## src/rtl/mvwm_pkg.sv

```systemverilog
// Shared types and constants for the motion vector weighted mean block.
// Used by every module of the block; depends on nothing else.
package mvwm_pkg;

  localparam int VEC_W   = 8;
  localparam int COST_W  = 16;
  localparam int REG_W   = 8;
  localparam int WEIGHT_W = 8;
  localparam int SUM_W   = 32;
  localparam int DEN_W   = 20;
  localparam int OUT_W   = 13;
  localparam int CNT_W   = 5;
  localparam int FIFO_DEPTH = 4;
  localparam int PTR_W   = 2;
  localparam int LEVEL_W = 3;
  localparam int CFG_IDX_W = 1;

  localparam logic [CFG_IDX_W-1:0] REG_MB_COLUMNS = 1'd0;
  localparam logic [CFG_IDX_W-1:0] REG_MB_ROWS    = 1'd1;

  localparam logic [REG_W-1:0] MB_COLUMNS_RESET = 8'd40;
  localparam logic [REG_W-1:0] MB_ROWS_RESET    = 8'd30;

  localparam logic [CNT_W-1:0] LAST_STEP = 5'd31;
  localparam logic [SUM_W-1:0] POS_LIMIT = 32'd4095;
  localparam logic [SUM_W-1:0] NEG_LIMIT = 32'd4096;
  localparam logic [OUT_W-1:0] OUT_MAX   = 13'h0FFF;
  localparam logic [OUT_W-1:0] OUT_MIN   = 13'h1000;

  // One word passed from the front end to the weighting pipeline.
  typedef struct packed {
    logic                     last;
    logic signed [VEC_W-1:0]  vec_x;
    logic signed [VEC_W-1:0]  vec_y;
    logic [COST_W-1:0]        cost;
  } mv_item_t;

  // Request to start the end-of-frame divide.
  typedef struct packed {
    logic                     start;
    logic signed [SUM_W-1:0]  sum_x;
    logic signed [SUM_W-1:0]  sum_y;
    logic [DEN_W-1:0]         den;
  } div_req_t;

endpackage

```

## src/rtl/mvwm_front.sv

```systemverilog
// Front end: accepts input words, tracks the raster position and keeps
// only the entries that contribute or that end a frame. Uses mvwm_pkg.
module mvwm_front #(
  parameter int unsigned COST_LIMIT = 2000
) (
  input  logic                          clk,
  input  logic                          rst,
  input  logic                          in_valid,
  output logic                          in_ready,
  input  logic signed [7:0]             vec_x,
  input  logic signed [7:0]             vec_y,
  input  logic [15:0]                   match_cost,
  input  logic [mvwm_pkg::REG_W-1:0]    cols,
  input  logic [mvwm_pkg::REG_W-1:0]    rows,
  input  logic                          full,
  output logic                          push,
  output mvwm_pkg::mv_item_t            item
);
  import mvwm_pkg::*;

  logic [REG_W-1:0] column_pos;
  logic [REG_W-1:0] row_pos;
  logic             accept;
  logic             real_entry;
  logic             keep;
  logic             frame_end;

  assign in_ready   = !full;
  assign accept     = in_valid && !full;
  assign real_entry = column_pos < cols;
  assign keep       = real_entry && !(vec_x == '0 && vec_y == '0)
                      && (match_cost <= COST_W'(COST_LIMIT));
  assign frame_end  = !real_entry
                      && (({1'b0, row_pos} + 9'd1) >= {1'b0, rows});
  assign push       = accept && (keep || frame_end);

  assign item.last  = !real_entry;
  assign item.vec_x = vec_x;
  assign item.vec_y = vec_y;
  assign item.cost  = match_cost;

  always_ff @(posedge clk) begin
    if (rst) begin
      column_pos <= '0;
      row_pos    <= '0;
    end else if (accept) begin
      if (real_entry) begin
        column_pos <= column_pos + 8'd1;
      end else begin
        column_pos <= '0;
        if (frame_end) begin
          row_pos <= '0;
        end else begin
          row_pos <= row_pos + 8'd1;
        end
      end
    end
  end

endmodule

```

## src/rtl/mvwm_fifo.sv

```systemverilog
// Short word queue between the front end and the weighting pipeline.
// Uses mvwm_pkg for the word type and the depth.
module mvwm_fifo (
  input  logic                clk,
  input  logic                rst,
  input  logic                push,
  input  mvwm_pkg::mv_item_t  push_item,
  output logic                full,
  input  logic                pop,
  output logic                head_valid,
  output mvwm_pkg::mv_item_t  head_item
);
  import mvwm_pkg::*;

  mv_item_t           slots [FIFO_DEPTH];
  logic [PTR_W-1:0]   wr_ptr;
  logic [PTR_W-1:0]   rd_ptr;
  logic [LEVEL_W-1:0] level;
  logic               do_push;
  logic               do_pop;

  assign full       = level == LEVEL_W'(FIFO_DEPTH);
  assign head_valid = level != '0;
  assign head_item  = slots[rd_ptr];
  assign do_push    = push && !full;
  assign do_pop     = pop && head_valid;

  always_ff @(posedge clk) begin
    if (do_push) begin
      slots[wr_ptr] <= push_item;
    end
  end

  always_ff @(posedge clk) begin
    if (rst) begin
      wr_ptr <= '0;
      rd_ptr <= '0;
      level  <= '0;
    end else begin
      if (do_push) begin
        wr_ptr <= wr_ptr + 2'd1;
      end
      if (do_pop) begin
        rd_ptr <= rd_ptr + 2'd1;
      end
      if (do_push && !do_pop) begin
        level <= level + 3'd1;
      end else if (do_pop && !do_push) begin
        level <= level - 3'd1;
      end
    end
  end

endmodule

```

## src/rtl/mvwm_back.sv

```systemverilog
// Weighting pipeline: turns each kept word into a weight by reciprocal
// multiplication, accumulates weighted components and hands the sums to
// the divider at the end of a frame. Uses mvwm_pkg.
module mvwm_back #(
  parameter int unsigned COST_LIMIT = 2000
) (
  input  logic                        clk,
  input  logic                        rst,
  input  logic                        head_valid,
  input  mvwm_pkg::mv_item_t          head_item,
  output logic                        pop,
  input  logic [mvwm_pkg::REG_W-1:0]  cols,
  input  logic [mvwm_pkg::REG_W-1:0]  rows,
  input  logic                        div_busy,
  output mvwm_pkg::div_req_t          div_req
);
  import mvwm_pkg::*;

  localparam int unsigned NUM_W = $clog2(511 * COST_LIMIT + 1);
  localparam int unsigned DEN   = 2 * COST_LIMIT;
  localparam int unsigned RECIP = (2 ** NUM_W) / DEN;
  localparam int unsigned PROD_W = 2 * NUM_W;

  logic advance;

  // Stage 0: numerator of the rounded weight.
  logic                    s0_valid;
  logic                    s0_last;
  logic signed [VEC_W-1:0] s0_x;
  logic signed [VEC_W-1:0] s0_y;
  logic [NUM_W-1:0]        s0_num;
  logic [NUM_W-1:0]        num_calc;

  // Stage 1: quotient estimate.
  logic                    s1_valid;
  logic                    s1_last;
  logic signed [VEC_W-1:0] s1_x;
  logic signed [VEC_W-1:0] s1_y;
  logic [NUM_W-1:0]        s1_num;
  logic [WEIGHT_W-1:0]     s1_q;
  logic [PROD_W-1:0]       recip_prod;

  // Stage 2: estimate times divisor.
  logic                    s2_valid;
  logic                    s2_last;
  logic signed [VEC_W-1:0] s2_x;
  logic signed [VEC_W-1:0] s2_y;
  logic [NUM_W-1:0]        s2_num;
  logic [WEIGHT_W-1:0]     s2_q;
  logic [NUM_W-1:0]        s2_qd;

  // Stage 3: corrected weight.
  logic                    s3_valid;
  logic                    s3_last;
  logic signed [VEC_W-1:0] s3_x;
  logic signed [VEC_W-1:0] s3_y;
  logic [WEIGHT_W-1:0]     s3_w;
  logic [NUM_W-1:0]        rem_calc;

  // Stage 4: weighted components.
  logic                    s4_valid;
  logic                    s4_last;
  logic signed [16:0]      s4_px;
  logic signed [16:0]      s4_py;

  logic signed [SUM_W-1:0] sum_horizontal;
  logic signed [SUM_W-1:0] sum_vertical;
  logic [15:0]             frame_size;

  assign advance = !(s4_valid && s4_last && div_busy);
  assign pop     = advance && head_valid;

  assign num_calc   = NUM_W'({head_item.cost, 9'b0}) - NUM_W'({head_item.cost, 1'b0})
                      + NUM_W'(COST_LIMIT);
  assign recip_prod = PROD_W'(s0_num) * PROD_W'(NUM_W'(RECIP));
  assign rem_calc   = s2_num - s2_qd;
  assign frame_size = cols * rows;

  always_ff @(posedge clk) begin
    if (advance) begin
      s0_last <= head_item.last;
      s0_x    <= head_item.vec_x;
      s0_y    <= head_item.vec_y;
      s0_num  <= num_calc;

      s1_last <= s0_last;
      s1_x    <= s0_x;
      s1_y    <= s0_y;
      s1_num  <= s0_num;
      s1_q    <= recip_prod[NUM_W +: WEIGHT_W];

      s2_last <= s1_last;
      s2_x    <= s1_x;
      s2_y    <= s1_y;
      s2_num  <= s1_num;
      s2_q    <= s1_q;
      s2_qd   <= NUM_W'(s1_q * NUM_W'(DEN));

      s3_last <= s2_last;
      s3_x    <= s2_x;
      s3_y    <= s2_y;
      if (rem_calc >= NUM_W'(DEN)) begin
        s3_w <= s2_q + 8'd1;
      end else begin
        s3_w <= s2_q;
      end

      s4_last <= s3_last;
      s4_px   <= $signed({1'b0, s3_w}) * s3_x;
      s4_py   <= $signed({1'b0, s3_w}) * s3_y;
    end
  end

  always_ff @(posedge clk) begin
    if (rst) begin
      s0_valid       <= 1'b0;
      s1_valid       <= 1'b0;
      s2_valid       <= 1'b0;
      s3_valid       <= 1'b0;
      s4_valid       <= 1'b0;
      sum_horizontal <= '0;
      sum_vertical   <= '0;
    end else if (advance) begin
      s0_valid <= head_valid;
      s1_valid <= s0_valid;
      s2_valid <= s1_valid;
      s3_valid <= s2_valid;
      s4_valid <= s3_valid;
      if (s4_valid) begin
        if (s4_last) begin
          sum_horizontal <= '0;
          sum_vertical   <= '0;
        end else begin
          sum_horizontal <= sum_horizontal + SUM_W'(s4_px);
          sum_vertical   <= sum_vertical + SUM_W'(s4_py);
        end
      end
    end
  end

  assign div_req.start = advance && s4_valid && s4_last;
  assign div_req.sum_x = sum_horizontal;
  assign div_req.sum_y = sum_vertical;
  assign div_req.den   = {1'b0, frame_size, 3'b000};

endmodule

```

## src/rtl/mvwm_div.sv

```systemverilog
// End-of-frame divider: two restoring dividers that share one step count,
// followed by saturation and the result register. Uses mvwm_pkg.
module mvwm_div (
  input  logic                         clk,
  input  logic                         rst,
  input  mvwm_pkg::div_req_t           req,
  output logic                         busy,
  output logic                         out_valid,
  input  logic                         out_ready,
  output logic signed [12:0]           mean_x,
  output logic signed [12:0]           mean_y
);
  import mvwm_pkg::*;

  typedef enum logic [2:0] {
    ST_IDLE = 3'b001,
    ST_RUN  = 3'b010,
    ST_DONE = 3'b100
  } div_state_t;

  div_state_t       state;
  logic [CNT_W-1:0] step;
  logic [DEN_W-1:0] den;
  logic             neg_x;
  logic             neg_y;
  logic [SUM_W-1:0] quo_x;
  logic [SUM_W-1:0] quo_y;
  logic [DEN_W-1:0] rem_x;
  logic [DEN_W-1:0] rem_y;
  logic [DEN_W:0]   trial_x;
  logic [DEN_W:0]   trial_y;
  logic             fit_x;
  logic             fit_y;

  function automatic logic [OUT_W-1:0] saturate(input logic neg, input logic [SUM_W-1:0] mag);
    logic [OUT_W-1:0] res;
    if (neg) begin
      res = (mag > NEG_LIMIT) ? OUT_MIN : OUT_W'(-mag[OUT_W-1:0]);
    end else begin
      res = (mag > POS_LIMIT) ? OUT_MAX : mag[OUT_W-1:0];
    end
    return res;
  endfunction

  assign trial_x = {rem_x, quo_x[SUM_W-1]};
  assign trial_y = {rem_y, quo_y[SUM_W-1]};
  assign fit_x   = trial_x >= {1'b0, den};
  assign fit_y   = trial_y >= {1'b0, den};

  assign busy      = state != ST_IDLE;
  assign out_valid = state == ST_DONE;
  assign mean_x    = saturate(neg_x, quo_x);
  assign mean_y    = saturate(neg_y, quo_y);

  always_ff @(posedge clk) begin
    case (state)
      ST_IDLE: begin
        if (req.start) begin
          den   <= req.den;
          neg_x <= req.sum_x[SUM_W-1];
          neg_y <= req.sum_y[SUM_W-1];
          quo_x <= req.sum_x[SUM_W-1] ? -req.sum_x : req.sum_x;
          quo_y <= req.sum_y[SUM_W-1] ? -req.sum_y : req.sum_y;
          rem_x <= '0;
          rem_y <= '0;
        end
      end
      ST_RUN: begin
        rem_x <= fit_x ? DEN_W'(trial_x - {1'b0, den}) : trial_x[DEN_W-1:0];
        rem_y <= fit_y ? DEN_W'(trial_y - {1'b0, den}) : trial_y[DEN_W-1:0];
        quo_x <= {quo_x[SUM_W-2:0], fit_x};
        quo_y <= {quo_y[SUM_W-2:0], fit_y};
      end
      default: begin
      end
    endcase
  end

  always_ff @(posedge clk) begin
    if (rst) begin
      state <= ST_IDLE;
      step  <= '0;
    end else begin
      case (state)
        ST_IDLE: begin
          if (req.start) begin
            state <= ST_RUN;
            step  <= '0;
          end
        end
        ST_RUN: begin
          step <= step + 5'd1;
          if (step == LAST_STEP) begin
            state <= ST_DONE;
          end
        end
        ST_DONE: begin
          if (out_ready) begin
            state <= ST_IDLE;
          end
        end
        default: begin
          state <= ST_IDLE;
        end
      endcase
    end
  end

endmodule

```

## src/rtl/motion_vector_weighted_mean.sv

```systemverilog
// Top level of the motion vector weighted mean block: configuration
// registers, front end, word queue, weighting pipeline and divider.
// Depends on mvwm_pkg, mvwm_front, mvwm_fifo, mvwm_back and mvwm_div.
//
//   channel  handshake              payload
//   in       in_valid / in_ready    vec_x, vec_y, match_cost
//   out      out_valid / out_ready  mean_x, mean_y
//   cfg      cfg_write              cfg_index, cfg_data
//
// An input word is taken every cycle while the four-word queue has room.
// Kept words pass a five-stage weighting pipeline; the end of a frame then
// starts a divide, one quotient bit per cycle, after which the result word
// is presented on the out channel.
// The next frame's end waits in the last pipeline stage while a divide runs
// or a result has not been taken; the words behind it stall as well.
// Reset is synchronous and clears positions, sums and all valid flags.
module motion_vector_weighted_mean #(
  parameter int unsigned COST_LIMIT = 2000
) (
  input  logic                clk,
  input  logic                rst,
  input  logic                cfg_write,
  input  logic [0:0]          cfg_index,
  input  logic [7:0]          cfg_data,
  input  logic                in_valid,
  output logic                in_ready,
  input  logic signed [7:0]   vec_x,
  input  logic signed [7:0]   vec_y,
  input  logic [15:0]         match_cost,
  output logic                out_valid,
  input  logic                out_ready,
  output logic signed [12:0]  mean_x,
  output logic signed [12:0]  mean_y
);
  import mvwm_pkg::*;

  logic [REG_W-1:0] mb_columns;
  logic [REG_W-1:0] mb_rows;
  logic [REG_W-1:0] cols;
  logic [REG_W-1:0] rows;
  logic             full;
  logic             push;
  mv_item_t         push_item;
  logic             pop;
  logic             head_valid;
  mv_item_t         head_item;
  logic             div_busy;
  div_req_t         div_req;

  // A zero register counts as one.
  assign cols = (mb_columns == '0) ? 8'd1 : mb_columns;
  assign rows = (mb_rows == '0) ? 8'd1 : mb_rows;

  always_ff @(posedge clk) begin
    if (rst) begin
      mb_columns <= MB_COLUMNS_RESET;
      mb_rows    <= MB_ROWS_RESET;
    end else if (cfg_write) begin
      case (cfg_index)
        REG_MB_COLUMNS: mb_columns <= cfg_data;
        REG_MB_ROWS:    mb_rows    <= cfg_data;
        default: begin
        end
      endcase
    end
  end

  mvwm_front #(
    .COST_LIMIT (COST_LIMIT)
  ) u_front (
    .clk        (clk),
    .rst        (rst),
    .in_valid   (in_valid),
    .in_ready   (in_ready),
    .vec_x      (vec_x),
    .vec_y      (vec_y),
    .match_cost (match_cost),
    .cols       (cols),
    .rows       (rows),
    .full       (full),
    .push       (push),
    .item       (push_item)
  );

  mvwm_fifo u_fifo (
    .clk        (clk),
    .rst        (rst),
    .push       (push),
    .push_item  (push_item),
    .full       (full),
    .pop        (pop),
    .head_valid (head_valid),
    .head_item  (head_item)
  );

  mvwm_back #(
    .COST_LIMIT (COST_LIMIT)
  ) u_back (
    .clk        (clk),
    .rst        (rst),
    .head_valid (head_valid),
    .head_item  (head_item),
    .pop        (pop),
    .cols       (cols),
    .rows       (rows),
    .div_busy   (div_busy),
    .div_req    (div_req)
  );

  mvwm_div u_div (
    .clk        (clk),
    .rst        (rst),
    .req        (div_req),
    .busy       (div_busy),
    .out_valid  (out_valid),
    .out_ready  (out_ready),
    .mean_x     (mean_x),
    .mean_y     (mean_y)
  );

endmodule
```

## config.mk

```make
export PLATFORM = sky130hd
export DESIGN_NAME = motion_vector_weighted_mean
export DESIGN_NICKNAME = d
export VERILOG_FILES = /design/src/rtl/mvwm_pkg.sv /design/src/rtl/mvwm_front.sv /design/src/rtl/mvwm_fifo.sv /design/src/rtl/mvwm_back.sv /design/src/rtl/mvwm_div.sv /design/src/rtl/motion_vector_weighted_mean.sv
export SDC_FILE = /design/constraint.sdc
export NUM_CORES = 2
export LEC_CHECK = 0
export BUFFER_PORTS_ARGS = -buffer_cell sky130_fd_sc_hd__buf_4
export CAP_MARGIN = 20
export CORE_ASPECT_RATIO = 2
export CORE_MARGIN = 2
export CORE_UTILIZATION = 45
export CTS_CLUSTER_DIAMETER = 30
export DETAILED_ROUTE_END_ITERATION = 6
export GPL_ROUTABILITY_DRIVEN = 0
export PLACE_DENSITY = 0.62
export SLEW_MARGIN = 20
export SYNTH_ARGS = -nofsm -noshare
export SYNTH_HDL_FRONTEND = slang
export SYNTH_SLANG_ARGS = --single-unit
```

## constraint.sdc

```tcl
create_clock -name clk -period 18.23 [get_ports clk]
set_clock_uncertainty 0.15 [all_clocks]
set_input_delay 0 -clock clk [delete_from_list [all_inputs] [get_ports clk]]
set_output_delay 0 -clock clk [all_outputs]
set_load 0.01 [all_outputs]
```

# Yosys cells after proc, flatten, opt, wreduce, memory -nomap -nowiden
# Memory sizes are Yosys's and may differ from the RTL's. A register that Yosys moved wholly into a read port is not among the register bits.
# Cells that the tools add are included.
[word_totals]
in_bits = 46
mem_bits_rw = 132
mem_count = 1
regBits = 440
elab_cells = 165
[classes]
mux = 36
mul = 5
reduce_logical = 36
addsub = 20
n_lt_le_gt_ge = 10
n_eq_ne = 9
bitwise = 3
[mem_list]
columns = ["name", "depth", "word_bits", "read_ports", "rd_ports_with_merged_regs", "write_ports", "line", "text"]
rows = [
  ["u_fifo.slots", 4, 33, 1, 1, 1, "mvwm_fifo.sv:15", "mv_item_t slots [FIFO_DEPTH];"],
]
[ops]
columns = ["op", "count"]
rows = [
  ["$mux W32", 6],
  ["$pmux W32 S2", 2],
  ["$pmux W20 S2", 2],
  ["$mux W13", 6],
  ["$add A32 B17 Y32", 2],
  ["$gt A32 B12 Y1 const B", 2],
  ["$gt A32 B13 Y1 const B", 2],
  ["$neg A32 Y32", 2],
  ["$mux W20", 3],
  ["$ge A21 B19 Y1", 2],
  ["$mux W8", 5],
  ["$sub A20 B19 Y20", 2],
  ["$mul A9 B8 Y17", 2],
  ["$logic_not A8 Y1", 4],
  ["$mul A20 B8 Y27 const B", 1],
  ["$neg A13 Y13", 2],
  ["$add A8 B1 Y8 const B", 3],
  ["$add A20 B11 Y20 const B", 1],
  ["$ge A20 B12 Y1 const B", 1],
  ["$sub A20 B17 Y20", 1],
  ["$sub A20 B20 Y20", 1],
  ["$le A16 B11 Y1 const B", 1],
  ["$mul A8 B8 Y16", 1],
  ["$logic_and A1 B1 Y1", 15],
  ["28 further kinds", 50],
]

# Longest topological paths before layout
[logic_depth]
depth_word = 12
mapped_depth = 21
mapped_depth_nobuf = 21

# By module
# Synthesis repeated with hierarchy kept, for this count alone.
[unflattened]
hier_cells = 3642
hier_area_um2 = 38677.1
[modules_own_cells]
columns = ["mod", "cells_each", "area_per_inst_um2", "instances"]
rows = [
  ["mvwm_back", 2096, 21647.0, 1],
  ["mvwm_div", 1052, 9562.9, 1],
  ["mvwm_fifo", 221, 5268.8, 1],
  ["mvwm_front", 185, 1512.7, 1],
  ["motion_vector_weighted_mean", 88, 685.7, 1],
]

# Worst setup path before layout
# OpenSTA, ideal clock, no wires.
[synth_timing]
path_kind = "register to register"
from = "register u_div.state[1]"
to = "register u_fifo.level[2]"
path_stages_with_launch = 12
slack_ns = 11.582
t_arrival_ns = 6.427
path_cell_list = "dfxtp_1 > nand2b_1 > nor2_1 > nor2_1 > inv_1 > o31ai_1 > ha_1 > inv_1 > fa_1 > xor2_1 > or3_1 > a21oi_1"
[synth_between]
elab_chain_cells = 8
elab_cells_between_ends = 10
[synth_lines]
columns = ["item", "line", "text"]
rows = [
  ["start, declared", "mvwm_div.sv:21", "div_state_t state;"],
  ["start signal, assigned", "mvwm_div.sv:81", "state <= ST_IDLE;"],
  ["start signal, assigned", "mvwm_div.sv:87", "state <= ST_RUN;"],
  ["start signal, assigned", "mvwm_div.sv:94", "state <= ST_DONE;"],
  ["$ne A3 B1 Y1 *", "mvwm_div.sv:50", "assign busy = state != ST_IDLE;"],
  ["$logic_and A1 B1 Y1 *", "mvwm_back.sv:70", "assign advance = !(s4_valid && s4_last && div_busy);"],
  ["$logic_not A1 Y1 *", "mvwm_back.sv:70", ""],
  ["$logic_and A1 B1 Y1 *", "mvwm_back.sv:71", "assign pop = advance && head_valid;"],
  ["$logic_and A1 B1 Y1 *", "mvwm_fifo.sv:26", "assign do_pop = pop && head_valid;"],
  ["$logic_not A1 Y1", "mvwm_fifo.sv:46", "if (do_push && !do_pop) begin"],
  ["$logic_and A1 B1 Y1", "mvwm_fifo.sv:46", ""],
  ["$mux W3 / $reduce_bool A2 Y1 (equally long branches)", "-", ""],
  ["end signal, assigned", "mvwm_fifo.sv:47", "level <= level + 3'd1;"],
  ["end signal, assigned", "mvwm_fifo.sv:49", "level <= level - 3'd1;"],
  ["end, declared", "mvwm_fifo.sv:18", "logic [LEVEL_W-1:0] level;"],
]
# Mark *: on every way between the ends. The rest lies on a longest branch, timed or not.
# A chain may end at the register's enable or synchronous reset.

==> impl_metrics.json <==
{
  "status": "finished clean",
  "row_count": 148,
  "synth_largest_area_cell": "edfxtp_1",
  "drive_gt1_share_pct": 8.37,
  "multi_input_area_mm2": 0.0195,
  "drv_slew": 0,
  "final.min_clock_period_ns": 5.93,
  "core_mm2": 0.0815,
  "grt_util_all_layers_pct": 18.9,
  "clk_pin_slew_worst_paths_ns": 0.06,
  "die_h_um": 410,
  "antenna_found_initial": 0,
  "diodes": 0,
  "start_util_pct": 45.5,
  "cpPeakStageDelay_ns": 0.77,
  "async_reset_ff_share_pct": 0,
  "reg2reg_setup_slack_ns": 12.30,
  "first_pass_iters": 5,
  "hold_viol_final": 0,
  "register_area_mm2": 0.0157,
  "ant_nets": 0,
  "required_ns": 18.48,
  "route.detailed.drc": 0,
  "die_area_mm2": 0.0849,
  "ys_types": 77,
  "syn2layout_area_growth_pct": 15.1,
  "critPathTopFamily": "adder cells",
  "worst_pin_slew_ns": 1.08,
  "synth_seq_area_share_pct": 42.2,
  "grt_pass1_wl_um": 128000,
  "critPathSlowestCell": "a41oi_1",
  "nFillCells": 7286,
  "ys.flop_type": "edfxtp_1",
  "fmax_mhz": 169,
  "start_kind": "flip-flop",
  "hpwl_um": 58200,
  "relSlewSlack_pct": 28.0,
  "synth_area_mm2": 0.0371,
  "cp_cell_sequence": "clkinv_1, a41oi_1, nand2b_1, fa_1, fa_1, inv_1, fa_1, inv_1, fa_1, inv_1, ha_1, a21boi_0, o21ai_0, a21boi_0, o21ai_0, a21boi_0, o21ai_0, nor2b_1, xnor2_1",
  "path_max_fanout": 9,
  "synth_top_area_share_pct": 35.9,
  "nNetsFinal": 4228,
  "hold_class": "in -> reg",
  "end_kind": "flip-flop",
  "cts_sinks": 561,
  "grt_max_degree": 113,
  "synth_area_per_cell_um2": 10.7,
  "h-tree-depth": 3,
  "critical_path_class": "reg -> reg",
  "finalSetupViolations": 0,
  "cts_buffer_depth": 3,
  "via_per_inst": 5.33,
  "cap_violations": 0,
  "synth_edf_count": 443,
  "yosys_warnings": 0,
  "ctsResizeCount": 0,
  "wire_per_inst_um": 16.2,
  "period_share_pct": 32.5,
  "syn_nets": 4043,
  "drtIter0Drc": 1079,
  "crit_path_frequent_cell": "fa_1",
  "synth_seq_cells": 561,
  "clk_latency_ns": 0.66,
  "first_global_vias": 26900,
  "tritoncts": "done",
  "wl_um": 77300,
  "syn_inst": 3473,
  "ios": 74,
  "grt-ovfl-total": 0,
  "numPortBuffers": 73,
  "post_cts_buffers": 0,
  "crit_buf_inv": 4,
  "vias": 25500,
  "setup-tns-final_ns": 0,
  "arrival_ns": 6.17,
  "cts_root_buffer": "clkbuf_16",
  "rsz0062_at_grt": "false",
  "die_x_um": 207,
  "numCtsBuffers": 83,
  "synth_area_leaders": "edfxtp_1, ha_1, fa_1"
}
state kept, by name, summed over array words and instances (netlist names), 13 cells and up, named ones only:
register and count:
u_back.sum_vertical 32, u_back.s0_num 19, u_div.rem_x 20, u_back.s4_py 17
u_div.quo_y 32, u_back.s1_num 15, u_div.rem_y 20, u_div.den 16
u_div.quo_x 32, u_back.s4_px 17, u_back.s2_num 15, u_fifo.slots 132
u_back.s2_qd 13, u_back.sum_horizontal 32
worst min-delay path: stages:
cell	delay (ns)
dlygate4sd3_1	0.52
buf_4	0.12
nand2_1	0.07
a21oi_1	0.12
logic make-up (layout without fill, tap and decap cells):
family / Yosys count / after routing / synth area share, %
compound gates: 683 / 683 / 11.7
fa+ha+maj: 524 / 524 / 20.7
mux: 71 / 71 / 3.04
simple gates: 890 / 890 / 11.6
xor+xnor: 238 / 238 / 5.62
flops: 561 / 561 / 42.2
buf+inv: 506 / 762 / 5.14
per-layer routing:
layer / routed length, µm / vias to the layer above / track usage [%]
li1: - / 12700 / -
met1: 28000 / 12300 / 18.3
met2: 44100 / 358 / 37.8
met3: 2060 / 178 / 2.71
met4: 3160 / 0 / 8.56
met5: 0 / - / 0
synthesized netlist by cell type (all sizes together) (37+ instances only):
| master | instances |
|---|---|
| fa | 150 |
| and2 | 83 |
| ha | 374 |
| clkbuf | 74 |
| edfxtp | 443 |
| o21ai | 198 |
| nand2b | 37 |
| xnor2 | 129 |
| xor2 | 109 |
| a21o | 61 |
| nand3 | 50 |
| inv | 409 |
| a21oi | 177 |
| nand2 | 267 |
| dfxtp | 118 |
| nor3 | 41 |
| nor2 | 242 |
area by class of cell:
class / count / area share (%)
inverters: 417 / 3.69
repair buffers: 189 / 3.88
clock inverters: 64 / 1.71
clock buffers: 92 / 5.14
multi-input cells: 2406 / 45.8
flip-flops and latches: 561 / 36.7
well taps: 1050 / 3.08
placed cells by master (no fill, tap or decap), types with 19 or more instances in the layout:
cell           Yosys  layout
clkbuf_16          0      85
a21oi_1          177     176
a22oi_1           32      32
inv_6              0      19
dfxtp_1          118     117
nand2_1          266     265
o21ai_0          193     193
nand3_1           50      50
nor4_1            22      22
or4_1             19      19
a31oi_1           19      19
fa_1             150     150
a21o_1            61      61
mux2i_1           36      36
nor2_1           242     240
inv_1            407     406
edfxtp_1         443     443
xor2_1           109     109
nand2b_1          37      36
o31ai_1           23      23
ha_1             374     374
o21bai_1          21      21
a22o_1            25      25
buf_4              0      95
nor2b_1           23      23
dlygate4sd3_1      0      94
or3_1             29      29
nand4_1           23      23
xnor2_1          129     129
and2_1            83      83
nor3_1            40      39
mux4_2            33      33
stage by stage:
stage          worst slack, ns  cells  hold WS, ns  utilization [%]  area, µm²
2_1_floorplan            11.58   3473      -0.0511                -      37100
3_3_place_gp             12.38   4529       0.0600             47.6      38800
3_5_place_dp             12.28   4529       0.0607             47.6      38800
4_1_cts                  12.31   4779       0.0245             52.4      42700
5_1_grt                  11.76   4779       0.0729             52.4      42700
6_report                 12.30   4779       0.0780             52.4      42700
what timing repair did:
action | 4_1_cts | 5_1_grt
hold endpoints to repair | 179 | 0
hold buffers | 94 | 0
endpoints found under the setup margin | 0 | 0
worst paths after layout:
path | start | to | cells after the start
worst max-delay path | mb_columns[2]$_SDFFE_PP0P_ | u_div.den[16]$_DFFE_PP_ | 19
worst min-delay path | cfg_data[6] | mb_columns[6]$_SDFFE_PP0P_ | 4
worst max register to register | mb_columns[2]$_SDFFE_PP0P_ | u_div.den[16]$_DFFE_PP_ | 19
worst min register to register | u_back.s2_x[5]$_DFFE_PN_ | u_back.s3_x[5]$_DFFE_PN_ | 0
Power is not shown: default switching activity piles up to over one toggle a cycle in this logic, so the estimate is an artifact.
